--- config.mk ---
export PLATFORM = sky130hd
export DESIGN_NAME = cobs_frame_decoder_unit
export DESIGN_NICKNAME = d
export VERILOG_FILES = /design/src/design/cfd_pkg.sv /design/src/design/cfd_front.sv /design/src/design/cfd_queue.sv /design/src/design/cfd_back.sv /design/src/design/cobs_frame_decoder_unit.sv
export SDC_FILE = /design/constraint.sdc
export NUM_CORES = 1
export LEC_CHECK = 0
export ABC_CLOCK_PERIOD_IN_PS = 7600
export BUFFER_PORTS_ARGS = -buffer_cell sky130_fd_sc_hd__buf_4
export CAP_MARGIN = 10
export CORE_ASPECT_RATIO = 0.9
export CORE_MARGIN = 2
export CORE_UTILIZATION = 45
export DETAILED_ROUTE_END_ITERATION = 7
export PLACE_DENSITY = 0.71
export SKIP_LAST_GASP = 1
export SYNTH_ARGS = -nofsm -noshare
export SYNTH_HDL_FRONTEND = slang
export SYNTH_SLANG_ARGS = --single-unit
--- constraint.sdc ---
create_clock -name aclk -period 7.6 [get_ports aclk]
set_input_delay 0 -clock aclk [delete_from_list [all_inputs] [get_ports aclk]]
set_output_delay 0 -clock aclk [all_outputs]
set_load 0.02 [all_outputs]
--- src/design/cfd_pkg.sv ---
`timescale 1ns / 1ps
// ----------------------------------------------------------------------------
// cfd_pkg
// Shared types and constants of the COBS frame decoder.
// ----------------------------------------------------------------------------
package cfd_pkg;

    // Code byte that restores no delimiter before the next code.
    localparam logic [7:0] CODE_NO_RESTORE = 8'd255;

    // Result kinds.
    localparam logic [1:0] KIND_DATA     = 2'd0;
    localparam logic [1:0] KIND_END      = 2'd1;
    localparam logic [1:0] KIND_OVERFLOW = 2'd2;

    // Configuration register indexes.
    localparam logic [0:0] CFG_DELIMITER     = 1'b0;
    localparam logic [0:0] CFG_MAX_FRAME_LEN = 1'b1;

    localparam logic [7:0]  DELIMITER_RESET     = 8'd0;
    localparam logic [15:0] MAX_FRAME_LEN_RESET = 16'hFFFF;

    // Default depth of the queue between the front and the back.
    localparam int QUEUE_DEPTH_DEFAULT = 4;

    // One result item as it travels through the queue.
    typedef struct packed {
        logic [15:0] frame_length;
        logic [1:0]  kind;
        logic [7:0]  data_byte;
    } cfd_item_t;

    // Queue status seen by the front and the back.
    typedef struct packed {
        logic full;
        logic empty;
    } cfd_q_status_t;

endpackage

--- src/design/cfd_front.sv ---
`timescale 1ns / 1ps
// ----------------------------------------------------------------------------
// cfd_front
// Accepts received bytes, tracks the frame state and classifies each byte.
// ----------------------------------------------------------------------------
module cfd_front (
    input  logic                 aclk,
    input  logic                 aresetn,
    input  logic                 cfg_wr_en,
    input  logic [0:0]           cfg_addr,
    input  logic [15:0]          cfg_wr_data,
    input  logic                 s_tvalid,
    output logic                 s_tready,
    input  logic [7:0]           s_tdata,      // in_byte [7:0]
    input  cfd_pkg::cfd_q_status_t q_status,
    output logic                 push,
    output cfd_pkg::cfd_item_t   push_item
);

    logic [7:0]  delimiter_reg;
    logic [15:0] max_frame_len_reg;
    logic        in_frame_reg, in_frame_next;
    logic [7:0]  run_count_reg, run_count_next;
    logic [7:0]  next_code_reg, next_code_next;
    logic [15:0] decoded_count_reg, decoded_count_next;
    logic        hit;
    logic        is_delim;

    assign s_tready = !q_status.full;
    assign hit      = s_tvalid && s_tready;
    assign is_delim = (s_tdata == delimiter_reg);

    always_comb begin
        in_frame_next      = in_frame_reg;
        run_count_next     = run_count_reg;
        next_code_next     = next_code_reg;
        decoded_count_next = decoded_count_reg;
        push               = 1'b0;
        push_item          = '{frame_length: 16'd0, kind: cfd_pkg::KIND_DATA,
                               data_byte: 8'd0};
        if (hit) begin
            if (!in_frame_reg) begin
                if (is_delim) begin
                    in_frame_next      = 1'b1;
                    run_count_next     = cfd_pkg::CODE_NO_RESTORE;
                    next_code_next     = cfd_pkg::CODE_NO_RESTORE;
                    decoded_count_next = 16'd0;
                end
            end else if (decoded_count_reg >= max_frame_len_reg) begin
                // The limit is checked before the byte is looked at.
                in_frame_next          = 1'b0;
                push                   = 1'b1;
                push_item.kind         = cfd_pkg::KIND_OVERFLOW;
                push_item.frame_length = decoded_count_reg;
            end else if (is_delim) begin
                in_frame_next          = 1'b0;
                push                   = 1'b1;
                push_item.kind         = cfd_pkg::KIND_END;
                push_item.frame_length = decoded_count_reg;
            end else if (run_count_reg == next_code_reg) begin
                next_code_next = s_tdata;
                run_count_next = 8'd1;
                if (next_code_reg != cfd_pkg::CODE_NO_RESTORE) begin
                    decoded_count_next  = decoded_count_reg + 16'd1;
                    push                = 1'b1;
                    push_item.data_byte = delimiter_reg;
                end
            end else begin
                decoded_count_next  = decoded_count_reg + 16'd1;
                if (run_count_reg != 8'd255) begin
                    run_count_next = run_count_reg + 8'd1;
                end
                push                = 1'b1;
                push_item.data_byte = s_tdata;
            end
        end
    end

    always_ff @(posedge aclk) begin
        if (!aresetn) begin
            delimiter_reg     <= cfd_pkg::DELIMITER_RESET;
            max_frame_len_reg <= cfd_pkg::MAX_FRAME_LEN_RESET;
            in_frame_reg      <= 1'b0;
            run_count_reg     <= cfd_pkg::CODE_NO_RESTORE;
            next_code_reg     <= cfd_pkg::CODE_NO_RESTORE;
            decoded_count_reg <= 16'd0;
        end else begin
            in_frame_reg      <= in_frame_next;
            run_count_reg     <= run_count_next;
            next_code_reg     <= next_code_next;
            decoded_count_reg <= decoded_count_next;
            if (cfg_wr_en) begin
                case (cfg_addr)
                    cfd_pkg::CFG_DELIMITER: begin
                        delimiter_reg <= cfg_wr_data[7:0];
                    end
                    cfd_pkg::CFG_MAX_FRAME_LEN: begin
                        max_frame_len_reg <= cfg_wr_data;
                    end
                    default: begin
                    end
                endcase
            end
        end
    end

endmodule

--- src/design/cfd_queue.sv ---
`timescale 1ns / 1ps
// ----------------------------------------------------------------------------
// cfd_queue
// Short register queue of result items between the front and the back.
// ----------------------------------------------------------------------------
module cfd_queue #(
    parameter int DEPTH = cfd_pkg::QUEUE_DEPTH_DEFAULT
) (
    input  logic                   aclk,
    input  logic                   aresetn,
    input  logic                   push,
    input  cfd_pkg::cfd_item_t     push_item,
    input  logic                   pop,
    output cfd_pkg::cfd_item_t     pop_item,
    output cfd_pkg::cfd_q_status_t status
);

    localparam int PTR_W = (DEPTH > 1) ? $clog2(DEPTH) : 1;
    localparam int CNT_W = $clog2(DEPTH + 1);

    cfd_pkg::cfd_item_t entry_reg [DEPTH];
    logic [PTR_W-1:0]   wr_ptr_reg, wr_ptr_next;
    logic [PTR_W-1:0]   rd_ptr_reg, rd_ptr_next;
    logic [CNT_W-1:0]   count_reg, count_next;
    logic               do_push, do_pop;

    assign status.full  = (count_reg == CNT_W'(DEPTH));
    assign status.empty = (count_reg == '0);
    assign do_push      = push && !status.full;
    assign do_pop       = pop && !status.empty;
    assign pop_item     = entry_reg[rd_ptr_reg];

    always_comb begin
        wr_ptr_next = wr_ptr_reg;
        rd_ptr_next = rd_ptr_reg;
        count_next  = count_reg;
        if (do_push) begin
            wr_ptr_next = (wr_ptr_reg == PTR_W'(DEPTH - 1)) ? '0 : wr_ptr_reg + 1'b1;
        end
        if (do_pop) begin
            rd_ptr_next = (rd_ptr_reg == PTR_W'(DEPTH - 1)) ? '0 : rd_ptr_reg + 1'b1;
        end
        if (do_push && !do_pop) begin
            count_next = count_reg + 1'b1;
        end else if (do_pop && !do_push) begin
            count_next = count_reg - 1'b1;
        end
    end

    always_ff @(posedge aclk) begin
        if (!aresetn) begin
            wr_ptr_reg <= '0;
            rd_ptr_reg <= '0;
            count_reg  <= '0;
        end else begin
            wr_ptr_reg <= wr_ptr_next;
            rd_ptr_reg <= rd_ptr_next;
            count_reg  <= count_next;
        end
    end

    always_ff @(posedge aclk) begin
        if (do_push) begin
            entry_reg[wr_ptr_reg] <= push_item;
        end
    end

    // The count never passes the depth.
    a_count_bound: assert property (@(posedge aclk) disable iff (!aresetn)
        count_reg <= CNT_W'(DEPTH))
        else $error("queue count beyond depth");

    // A push into a full queue would lose a result item.
    a_no_push_full: assert property (@(posedge aclk) disable iff (!aresetn)
        status.full |-> !push)
        else $error("push into full queue");

    // A push without pop raises the count by one.
    a_count_step: assert property (@(posedge aclk) disable iff (!aresetn)
        (do_push && !do_pop) |=> count_reg == $past(count_reg) + 1'b1)
        else $error("queue count did not follow push");

endmodule

--- src/design/cfd_back.sv ---
`timescale 1ns / 1ps
// ----------------------------------------------------------------------------
// cfd_back
// Drains the queue into the output register and drives the result stream.
// ----------------------------------------------------------------------------
module cfd_back (
    input  logic                   aclk,
    input  logic                   aresetn,
    input  cfd_pkg::cfd_q_status_t q_status,
    input  cfd_pkg::cfd_item_t     pop_item,
    output logic                   pop,
    output logic                   m_tvalid,
    input  logic                   m_tready,
    output logic [23:0]            m_tdata,   // out_byte [7:0], frame_length [23:8]
    output logic [1:0]             m_tuser    // out_kind [1:0]
);

    logic               valid_reg, valid_next;
    cfd_pkg::cfd_item_t item_reg;

    assign pop        = !q_status.empty && (!valid_reg || m_tready);
    assign valid_next = pop || (valid_reg && !m_tready);

    always_ff @(posedge aclk) begin
        if (!aresetn) begin
            valid_reg <= 1'b0;
        end else begin
            valid_reg <= valid_next;
        end
    end

    always_ff @(posedge aclk) begin
        if (pop) begin
            item_reg <= pop_item;
        end
    end

    assign m_tvalid = valid_reg;
    assign m_tdata  = {item_reg.frame_length, item_reg.data_byte};
    assign m_tuser  = item_reg.kind;

    // A data item carries no length, and a frame ending carries no byte.
    a_field_shape: assert property (@(posedge aclk) disable iff (!aresetn)
        valid_reg |-> ((item_reg.kind == cfd_pkg::KIND_DATA) ?
                       (item_reg.frame_length == 16'd0) : (item_reg.data_byte == 8'd0)))
        else $error("result fields do not match kind");

    // Only the three defined kinds leave the block.
    a_kind_legal: assert property (@(posedge aclk) disable iff (!aresetn)
        valid_reg |-> (item_reg.kind == cfd_pkg::KIND_DATA ||
                       item_reg.kind == cfd_pkg::KIND_END ||
                       item_reg.kind == cfd_pkg::KIND_OVERFLOW))
        else $error("undefined result kind");

endmodule

--- src/design/cobs_frame_decoder_unit.sv ---
`timescale 1ns / 1ps
// A result item is written into the queue at the edge that accepts the byte causing it, then
// moves from the queue into the output register, which drives it on the master side.
// Throughput: one byte per cycle; the front takes a byte whenever the queue has room.
// Reset (aresetn low, synchronous): hunting for a delimiter, queue and output empty,
// delimiter 0 and frame limit 65535.
// ----------------------------------------------------------------------------
// cobs_frame_decoder_unit
// Streaming COBS frame decoder, one received byte per transaction.
// ----------------------------------------------------------------------------
module cobs_frame_decoder_unit #(
    parameter int QUEUE_DEPTH = cfd_pkg::QUEUE_DEPTH_DEFAULT
) (
    input  logic        aclk,
    input  logic        aresetn,
    // Configuration: index 0 is the delimiter, index 1 the frame length limit.
    input  logic        cfg_wr_en,
    input  logic [0:0]  cfg_addr,
    input  logic [15:0] cfg_wr_data,
    // Received bytes.
    input  logic        s_tvalid,
    output logic        s_tready,
    input  logic [7:0]  s_tdata,   // in_byte [7:0]
    // Decoded results.
    output logic        m_tvalid,
    input  logic        m_tready,
    output logic [23:0] m_tdata,   // out_byte [7:0], frame_length [23:8]
    output logic [1:0]  m_tuser    // out_kind [1:0]
);

    // The front keeps the frame state and decides, for every accepted
    // transaction, whether it produces a result and which one. Results go
    // into a short queue, so the front keeps accepting bytes while the back
    // waits on a stalled master side.
    cfd_pkg::cfd_q_status_t q_status;
    cfd_pkg::cfd_item_t     push_item;
    cfd_pkg::cfd_item_t     pop_item;
    logic                   push;
    logic                   pop;

    cfd_front u_front (
        .aclk        (aclk),
        .aresetn     (aresetn),
        .cfg_wr_en   (cfg_wr_en),
        .cfg_addr    (cfg_addr),
        .cfg_wr_data (cfg_wr_data),
        .s_tvalid    (s_tvalid),
        .s_tready    (s_tready),
        .s_tdata     (s_tdata),
        .q_status    (q_status),
        .push        (push),
        .push_item   (push_item)
    );

    // The queue is sized so that a full-rate stream passes without bubbles.
    cfd_queue #(
        .DEPTH (QUEUE_DEPTH)
    ) u_queue (
        .aclk      (aclk),
        .aresetn   (aresetn),
        .push      (push),
        .push_item (push_item),
        .pop       (pop),
        .pop_item  (pop_item),
        .status    (q_status)
    );

    // The back moves one queued result into the output register whenever
    // that register is empty or its transaction completes in this cycle.
    cfd_back u_back (
        .aclk     (aclk),
        .aresetn  (aresetn),
        .q_status (q_status),
        .pop_item (pop_item),
        .pop      (pop),
        .m_tvalid (m_tvalid),
        .m_tready (m_tready),
        .m_tdata  (m_tdata),
        .m_tuser  (m_tuser)
    );

endmodule
==> flow_metrics.py, run 1 <==
metrics = {
    "power_and_ir_drop": {
        "p_sw_mw": 0.721,
        "swShare_pct": 27.0,
        "intPower_mw": 1.95,
        "pwr-share-comb_pct": 19.2,
        "total_power_mw": 2.67,
        "p_clk_share_pct": 31.6,
        "power_frac_seq_pct": 49.2,
        "power_density_nw_per_um2": 270,
        "leakagePower_nw": 3.70,
        "vdd_drop_max_uv": 165,
    },
    "synth": {
        "syn_area_per_cell_sq_um": 13.5,
        "ys_seq_area_share_pct": 63.1,
        "async_flop_share_pct": 0,
        "synth.area.top_cells": "edfxtp_1 (47%), dfxtp_1 (16%), mux4_2 (7.1%)",
        "syn_nets": 665,
        "ys_seq_elements": 195,
        "syn_inst": 609,
        "synth_cell_types": 47,
        "syn-cell-area_sq_um": 8240,
        "synth_edf_count": 130,
        "synth_ff_type": "edfxtp_1",
        "yosysTopAreaCell": "edfxtp_1",
        "yosys_warnings": 0,
        "yosysTopAreaCellShare_pct": 47.4,
    },
    "finish": {
        "most-common-layout-cells": "edfxtp_1 (130), dfxtp_1 (64), buf_4 (63)",
        "largest_reg_flops": 104,
        "area_growth_syn_to_layout_pct": 20.0,
        "drive_gt1_share_pct": 17.8,
        "fill_cells": 1436,
        "final_cells": 961,
        "antenna_cells": 0,
        "final_common_cell": "edfxtp_1",
        "nets": 764,
        "utilization_pct": 55.6,
        "final_area_sq_um": 9890,
    },
    "floorplanning": {
        "core_area_sq_um": 17800,
        "rows": 46,
        "initial_core_util_pct": 46.3,
        "die_h_um": 132,
        "die_area_sq_um": 19400,
        "die-width_um": 147,
        "io_pins": 58,
    },
    "global_route": {
        "grt_pass1_vias": 5234,
        "grt_util_met1_pct": 23.6,
        "grt_max_degree": 33,
        "use_met2_pct": 29.0,
        "track_usage_pct": 17.8,
        "antenna_found_initial": 0,
        "use_met3_pct": 4.15,
        "grt_busiest_layer": "met2",
        "grt_pass1_wl_mm": 26.8,
        "grt-ovfl-total": 0,
    },
    "route": {
        "drc_errors": 0,
        "wl_mm": 16.8,
        "antenna_left": 0,
        "via_per_inst": 5.50,
        "wl_per_cell_um": 17.5,
        "firstDrtPassIters": 5,
        "first_iter_violations": 425,
        "vias": 5282,
    },
    "clock_tree": {
        "h-tree-depth": 4,
        "cts-root-buf": "clkbuf_16",
        "cts_tree": "yes",
        "clock-sinks": 195,
        "cts_buffer_depth": 2,
        "clk_latency_ps": 440,
        "cts_made_buffers": 17,
        "cts_setup_buffers": 0,
        "clk_pin_slew_ps": 70,
        "cts_hold_buf": 42,
        "cts_resized": 0,
    },
    "sta": {
        "period_needed_ps": 3760,
        "tightest_slew_ps": 1020,
        "hold_viol_final": 0,
        "rsz0062_at_grt": "no",
        "drv_slew": 0,
        "setup_tns_ps": 0,
        "setup_violations": 0,
        "hold_slack_ps": 62.6,
        "clock_skew_ps": 9.91,
        "max_freq_ghz": 0.266,
        "fin_crit_sh_pct": 49.4,
        "slew_headroom_pct": 32.3,
        "setup_slack_ps": 3840,
    },
    "setup_path": {
        "cpMostUsedCell": "ha_1",
        "worstSetupStartpointType": "flop",
        "required_ps": 7960,
        "path_class": "flop to flop",
        "path_cells": "ha_1 > and4_1 > nand4_1 > a311oi_1 > nor4b_4 > a31oi_1 > ha_1 > inv_1 > fa_1 > xor2_1 > or3_1 > a21oi_1",
        "arrival_ps": 4120,
        "end_kind": "flop",
        "slowest_delay_ps": 590,
        "crit_slowest_cell": "a31oi_1",
        "rr_worst_depth": 12,
        "cp_max_fo": 16,
    },
    "placed_design": {
        "place_inst": 887,
        "hpwlAfterDp_mm": 11.0,
        "post-place-ws_ps": 3890,
        "gp_routability_congestion": 0.919,
        "port_buffers": 57,
        "placed_area_sq_um": 8930,
    },
    "outcome": {
        "status": "finished clean",
    },
    "min_path": {
        "whs_path_depth": 5,
        "hp-class": "primary input to flop",
    },
    "flow_run": {
        "maxCapViolCount": 0,
    },
}
[routing by layer]
metal | wire, um | share of wire, %
met5 | 0 | 0
met4 | 220 | 1.3
met3 | 865 | 5.2
met2 | 8030 | 48
met1 | 7670 | 46
[critical path, delay by kind of cell (launching register included)]
| family | cells | cell delay [ps] |
|---|---|---|
| buf+inv | 1 | 70 |
| fa+ha+maj | 3 | 1000 |
| compound gates | 3 | 1170 |
| simple gates | 4 | 890 |
| flops | 1 | 380 |
| xor+xnor | 1 | 180 |
[synth_stat cells, types with 2 or more instances]
master,number
dfxtp_1,65
nand2_1,38
and3_1,6
o22a_1,7
clkbuf_1,21
o31ai_1,9
a21oi_1,14
nor2_1,37
a32oi_1,3
and4_1,2
o41ai_1,3
o211ai_1,21
inv_1,33
a31oi_1,9
or3_1,2
nand3_1,20
nand2b_1,3
ha_1,25
nor2b_1,2
a21o_1,2
o21ai_0,20
a31o_2,2
edfxtp_1,130
nand4_1,12
buf_1,4
xnor2_1,8
and2_1,24
xor2_1,11
mux4_2,26
mux2i_1,20
or4_1,4
a211oi_1,2
or2_2,3
nor3_1,3
nor4_1,6
[worst paths after layout]
kind / start / end / slack, ps
max: u_front.decoded_count_reg[13] / u_queue.count_reg[2] / 3840
min: s_tvalid / u_front.in_frame_reg / 60
max reg2reg: u_front.decoded_count_reg[13] / u_queue.count_reg[2] / 3840
min reg2reg: u_front.decoded_count_reg[15] / u_front.decoded_count_reg[15] / 490
[kinds of logic (layout without fill, tap and decap cells)]
kind of cell             count (synthesis)  in the layout  synth area share (%)
flip-flops                             195            195                  63.1
AND/OR/NAND/NOR                        167            167                  10.5
AO/OA/AOI/OAI                           97             97                  8.00
buffers and inverters                   58            170                  2.64
multiplexers                            47             47                  9.67
adder cells (fa/ha/maj)                 26             26                  4.04
XOR/XNOR                                19             19                  2.02
[cell type report]
type                            instances  area, sq um  area share, %
Clock buffer                           21          440           4.45
Clock inverter                         11          104           1.05
Tap cell                              240          300           3.04
Inverter                               33          124           1.25
Timing Repair Buffer                  105          893           9.03
Sequential cell                       195         5210           52.6
Multi-Input combinational cell        356         2820           28.5
[power groups by stage]
stage                     logic [mW]  registers (mW)  clock network (mW)
after floorplan                0.232            1.40                   0
after global placement         0.491            1.34                   0
after detailed placement       0.502            1.34                   0
after CTS                      0.521            1.32               0.862
after global routing           0.549            1.33               0.903
final                          0.513            1.31               0.846
No activity file was read; power rests on OpenSTA's default activity.
==> run 2, diff against run 1 <==
--- a/config.mk
+++ b/config.mk
@@ -5,14 +5,14 @@
 export SDC_FILE = /design/constraint.sdc
 export NUM_CORES = 1
 export LEC_CHECK = 0
-export ABC_CLOCK_PERIOD_IN_PS = 7600
+export ABC_CLOCK_PERIOD_IN_PS = 3100
 export BUFFER_PORTS_ARGS = -buffer_cell sky130_fd_sc_hd__buf_4
 export CAP_MARGIN = 10
 export CORE_ASPECT_RATIO = 0.9
 export CORE_MARGIN = 2
 export CORE_UTILIZATION = 45
 export DETAILED_ROUTE_END_ITERATION = 7
-export PLACE_DENSITY = 0.71
+export PLACE_DENSITY = 0.74
 export SKIP_LAST_GASP = 1
 export SYNTH_ARGS = -nofsm -noshare
 export SYNTH_HDL_FRONTEND = slang
==> constraint.sdc (replaced) <==
create_clock -name aclk -period 3.1 [get_ports aclk]
set_input_delay 0 -clock aclk [delete_from_list [all_inputs] [get_ports aclk]]
set_output_delay 0 -clock aclk [all_outputs]
set_load 0.02 [all_outputs]
==> flow_metrics.py, run 2 (synthesis gave the netlist of run 1 again) <==
metrics = {
    "outcome": {
        "status": "finished clean",
    },
    "setup_path": {
        "rrSetupSlack_ps": 90,
        "required_ps": 3460,
        "end_kind": "flop",
        "crit_start": "u_front.decoded_count_reg[9]",
        "rr_worst_depth": 9,
        "worstSetupEndpoint": "u_front.decoded_count_reg[6]",
        "r2r_start": "u_front.decoded_count_reg[9]",
        "path_class": "flop to flop",
        "worstSetupStartpointType": "flop",
        "arrival_ps": 3370,
        "r2r-end": "u_front.decoded_count_reg[6]",
        "cp_max_fo": 15,
    },
    "global_route": {
        "grt-ovfl-total": 0,
        "track_usage_pct": 17.7,
        "grt_pass1_wl_mm": 27.0,
        "grt_max_degree": 33,
        "antenna_found_initial": 0,
        "grt_pass1_vias": 5340,
    },
    "sta": {
        "max_freq_ghz": 0.332,
        "tightest_slew_ps": 1010,
        "setup_violations": 0,
        "drv_slew": 0,
        "slew_headroom_pct": 32.6,
        "hold_viol_final": 0,
        "clock_skew_ps": 8.65,
        "fin_crit_sh_pct": 97.1,
        "hold_slack_ps": 67.9,
        "period_needed_ps": 3010,
        "rsz0062_at_grt": "yes",
    },
    "finish": {
        "drive_gt1_share_pct": 20.9,
        "final_area_sq_um": 10100,
        "utilization_pct": 56.8,
        "largest_reg_flops": 104,
        "multi_input_area_sq_um": 2870,
        "final-seq-area_sq_um": 5210,
        "nets": 775,
        "area_growth_syn_to_layout_pct": 22.5,
        "final_cells": 972,
        "antenna_cells": 0,
        "fill_cells": 1438,
        "most-common-layout-cells": "edfxtp_1 (130), buf_4 (76), dfxtp_1 (64)",
        "final_common_cell": "edfxtp_1",
    },
    "clock_tree": {
        "clk_pin_slew_ps": 70,
        "cts_setup_buffers": 0,
        "clk_latency_ps": 440,
        "cts_tree": "yes",
        "cts_buffer_depth": 2,
        "cts_made_buffers": 17,
        "h-tree-depth": 4,
        "cts-root-buf": "clkbuf_16",
        "clock-sinks": 195,
    },
    "route": {
        "first_iter_violations": 423,
        "via_per_inst": 5.47,
        "firstDrtPassIters": 5,
        "drc_errors": 0,
        "wl_per_cell_um": 17.0,
        "antenna_left": 0,
        "vias": 5315,
        "wl_mm": 16.5,
    },
    "floorplanning": {
        "core_area_sq_um": 17800,
        "io_pins": 58,
        "initial_core_util_pct": 46.3,
        "die_area_sq_um": 19400,
        "die_h_um": 132,
        "rows": 46,
        "die-width_um": 147,
    },
    "power_and_ir_drop": {
        "total_power_mw": 6.73,
        "leakagePower_nw": 3.81,
        "vdd_drop_max_uv": 465,
        "power_density_nw_per_um2": 666,
    },
    "placed_design": {
        "gp_routability_congestion": 0.907,
        "hpwlAfterDp_mm": 11.4,
        "place_inst": 901,
        "port_buffers": 57,
        "placed_area_sq_um": 9050,
    },
    "flow_run": {
        "maxCapViolCount": 0,
    },
    "min_path": {
        "hp-class": "primary input to flop",
    },
}
-- run 2: cell count changes in the layout (fill, tap and decap cells not counted), moves of 2 or more --
| cell | change |
|---|---|
| buf_4 | +13 |
| a31oi_1 | -2 |
| bufinv_16 | +2 |
| ha_4 | +2 |
| ha_1 | -3 |
| a31oi_2 | +2 |
| dlygate4sd3_1 | -3 |
| inv_8 | +2 |
| clkbuf_1 | -4 |
| inv_6 | +2 |
-- run 2: report_power, final --
group / total, mW / internal (mW) / switching, mW
combinational: 1.30 / 0.616 / 0.686
sequential: 3.16 / 3.06 / 0.104
clock: 2.26 / 1.29 / 0.975
total: 6.73 / 4.96 / 1.77
-- run 2: worst min path at each step --
stage                   start                            to  cells after the start
3_3_place_gp   cfg_wr_data[8]  u_front.max_frame_len_reg[8]                      3
3_5_place_dp   cfg_wr_data[8]  u_front.max_frame_len_reg[8]                      3
2_1_floorplan      s_tdata[0]      u_front.next_code_reg[0]                      1
6_report             s_tvalid          u_front.in_frame_reg                      5
4_1_cts              s_tvalid          u_front.in_frame_reg                      5
5_1_grt              cfg_addr      u_front.delimiter_reg[6]                      4
-- run 2: worst max-delay path, cell delays in order (launching register included) --
cell	delay, ps
dfxtp_1	430
ha_1	290
a21o_1	180
a221o_1	320
a21oi_1	210
nor4b_4	270
buf_4	250
nand2_1	240
or4_1	560
a21oi_1	160
-- run 2: cell type report --
| class | instances | share of cell area [%] |
|---|---|---|
| Clock buffer | 17 | 4.21 |
| Inverter | 33 | 1.23 |
| Clock inverter | 15 | 1.85 |
| Tap cell | 240 | 2.97 |
| Timing Repair Buffer | 116 | 9.72 |
| Multi-Input combinational cell | 356 | 28.5 |
| Sequential cell | 195 | 51.6 |
-- run 2: timing repair --
item	4_1_cts	5_1_grt
gates resized for setup	1	6
pin swaps	0	6
endpoints found under the hold margin	35	0
setup endpoints to repair	1	9
hold buffers	39	0
cloned	0	0
-- run 2: metrics by stage --
stage,setup TNS [ps],setup slack [ps]
final,0,89.3
after global routing,-154,-39.8
after CTS,0,64.6
after detailed placement,0,14.5
after global placement,0,89.6
after floorplan,0,13.1
-- run 2: layer usage --
layer	up-vias	GRT usage, %	share of wire, %
li1	2531	-	-
met1	2599	23.7	45
met2	158	28.7	48
met3	27	3.22	5.1
met4	0	7.34	1.8
met5	-	0	0
==> run 3, diff against run 2 <==
--- a/config.mk
+++ b/config.mk
@@ -10,9 +10,9 @@
 export CAP_MARGIN = 10
 export CORE_ASPECT_RATIO = 0.9
 export CORE_MARGIN = 2
-export CORE_UTILIZATION = 45
+export CORE_UTILIZATION = 35
 export DETAILED_ROUTE_END_ITERATION = 7
-export PLACE_DENSITY = 0.74
+export PLACE_DENSITY = 0.62
 export SKIP_LAST_GASP = 1
 export SYNTH_ARGS = -nofsm -noshare
 export SYNTH_HDL_FRONTEND = slang
==> flow_metrics.py, run 3 (synthesis gave the netlist of run 1 again) <==
metrics = {
    "setup_path": {
        "cp_max_fo": 2,
        "required_ps": 3470,
        "worstSetupStartpointType": "flop",
        "arrival_ps": 3300,
        "path_buf_inv": 2,
        "critical-path-top-delay-family": "adder cells",
        "slowest_delay_ps": 370,
        "end_kind": "flop",
        "path_cells": "inv_1 > ha_1 > and4_1 > nand4_1 > a31oi_1 > nor4b_4 > a31oi_2 > ha_2 > inv_1 > fa_1 > xor2_1 > or3_1 > a21oi_1",
        "path_class": "flop to flop",
        "crit_slowest_cell": "fa_1",
        "cpMostUsedCell": "inv_1",
    },
    "route": {
        "first_iter_violations": 359,
        "wl_mm": 17.3,
        "firstDrtPassIters": 5,
        "wl_per_cell_um": 16.4,
        "drc_errors": 0,
        "via_per_inst": 5.03,
        "vias": 5282,
        "antenna_left": 0,
    },
    "floorplanning": {
        "io_pins": 58,
        "die_area_sq_um": 24800,
        "rows": 53,
        "die_h_um": 150,
        "die-width_um": 166,
        "initial_core_util_pct": 35.4,
        "core_area_sq_um": 23300,
    },
    "global_route": {
        "grt-ovfl-total": 0,
        "grt_pass1_vias": 5155,
        "track_usage_pct": 14.4,
        "grt_pass1_wl_mm": 28.0,
        "grt_max_degree": 33,
        "antenna_found_initial": 0,
    },
    "finish": {
        "largest_reg_flops": 104,
        "multi_input_area_sq_um": 2860,
        "most-common-layout-cells": "edfxtp_1 (130), buf_4 (89), dfxtp_1 (64)",
        "fill_cells": 2146,
        "final_common_cell": "edfxtp_1",
        "utilization_pct": 44.1,
        "final-seq-area_sq_um": 5210,
        "area_growth_syn_to_layout_pct": 24.6,
        "final_cells": 1050,
        "antenna_cells": 0,
        "nets": 791,
        "drive_gt1_share_pct": 21.9,
    },
    "sta": {
        "clock_skew_ps": 11.0,
        "slew_headroom_pct": 28.7,
        "tightest_slew_ps": 1070,
        "setup_violations": 0,
        "rsz0062_at_grt": "yes",
        "period_needed_ps": 2930,
        "max_freq_ghz": 0.342,
        "fin_crit_sh_pct": 94.4,
        "hold_viol_final": 0,
        "drv_slew": 0,
    },
    "flow_run": {
        "maxCapViolCount": 0,
    },
    "placed_design": {
        "gp_routability_congestion": 0.849,
        "hpwlAfterDp_mm": 11.8,
        "port_buffers": 57,
        "place_inst": 976,
    },
    "clock_tree": {
        "cts_made_buffers": 17,
        "clock-sinks": 195,
        "h-tree-depth": 4,
        "clk_latency_ps": 430,
        "cts_setup_buffers": 0,
        "cts_buffer_depth": 2,
        "cts-root-buf": "clkbuf_16",
        "clk_pin_slew_ps": 70,
        "cts_tree": "yes",
    },
    "power_and_ir_drop": {
        "swShare_pct": 27.8,
        "power_frac_seq_pct": 47.0,
        "leakagePower_nw": 3.88,
        "vdd_drop_max_uv": 394,
        "pwr-share-comb_pct": 19.9,
        "intPower_mw": 4.86,
        "p_clk_share_pct": 33.1,
        "power_density_nw_per_um2": 655,
        "p_sw_mw": 1.87,
    },
    "min_path": {
        "hp-class": "primary input to flop",
    },
    "outcome": {
        "status": "finished clean",
    },
}
## run 3: path summary, 6_finish.rpt
path                                               startpoint                       endpoint  slack, ps  cells after the start
worst min register to register  u_front.decoded_count_reg[10]  u_front.decoded_count_reg[10]        500                      2
worst max-delay path            u_front.max_frame_len_reg[13]           u_queue.count_reg[2]        170                     13
worst max register to register  u_front.max_frame_len_reg[13]           u_queue.count_reg[2]        170                     13
worst min-delay path                                 s_tvalid           u_front.in_frame_reg         70                      5
## run 3: worst min-delay path, stage by stage
cell and delay [ps]:
buf_4 100, nand2_1 100, nor2_1 110, o21ai_0 70, nor2_1 70
## run 3: timing repair
action	CTS	global route
pin swaps	0	4
endpoints found under the setup margin	65	2
resized for setup	2	2
endpoints found under the hold margin	34	0
hold buffers	42	0
## run 3: power groups by stage
stage	Clock (mW)	Combinational, mW	Sequential [mW]
floorplan	0	0.568	3.42
global placement	0	1.32	3.23
detailed placement	0	1.32	3.23
CTS	2.27	1.36	3.17
global route	2.38	1.44	3.20
finish	2.22	1.34	3.17
## run 3: cell type report
| type | instances | share of cell area (%) |
|---|---|---|
| flip-flops and latches | 195 | 50.7 |
| multi-input cells | 356 | 27.8 |
| repair buffers | 132 | 10.8 |
| clock buffers | 17 | 4.14 |
| well taps | 302 | 3.68 |
| clock inverters | 15 | 1.69 |
| inverters | 33 | 1.21 |
## run 3: stage by stage
step | TNS [ps] | hold WS, ps | power (mW) | setup slack (ps) | instance area (sq um)
final | 0 | 72.4 | 6.73 | 174 | 10300
after global routing | -15.7 | 90.6 | 7.02 | -10.1 | 10300
after CTS | 0 | 54.0 | 6.80 | 78.3 | 10300
after detailed placement | -9520 | 233 | 4.55 | -172 | 9230
after global placement | -3780 | 233 | 4.55 | -74.3 | 9230
after floorplan | 0 | 119 | 3.99 | 13.1 | 8250
## run 3: layer usage
layer,GRT usage (%),part of all wire (%),wire length (um)
met5,0,0,0
met4,4.30,1.1,186
met1,20.4,49,8390
met2,21.9,46,7870
met3,3.49,4.8,822
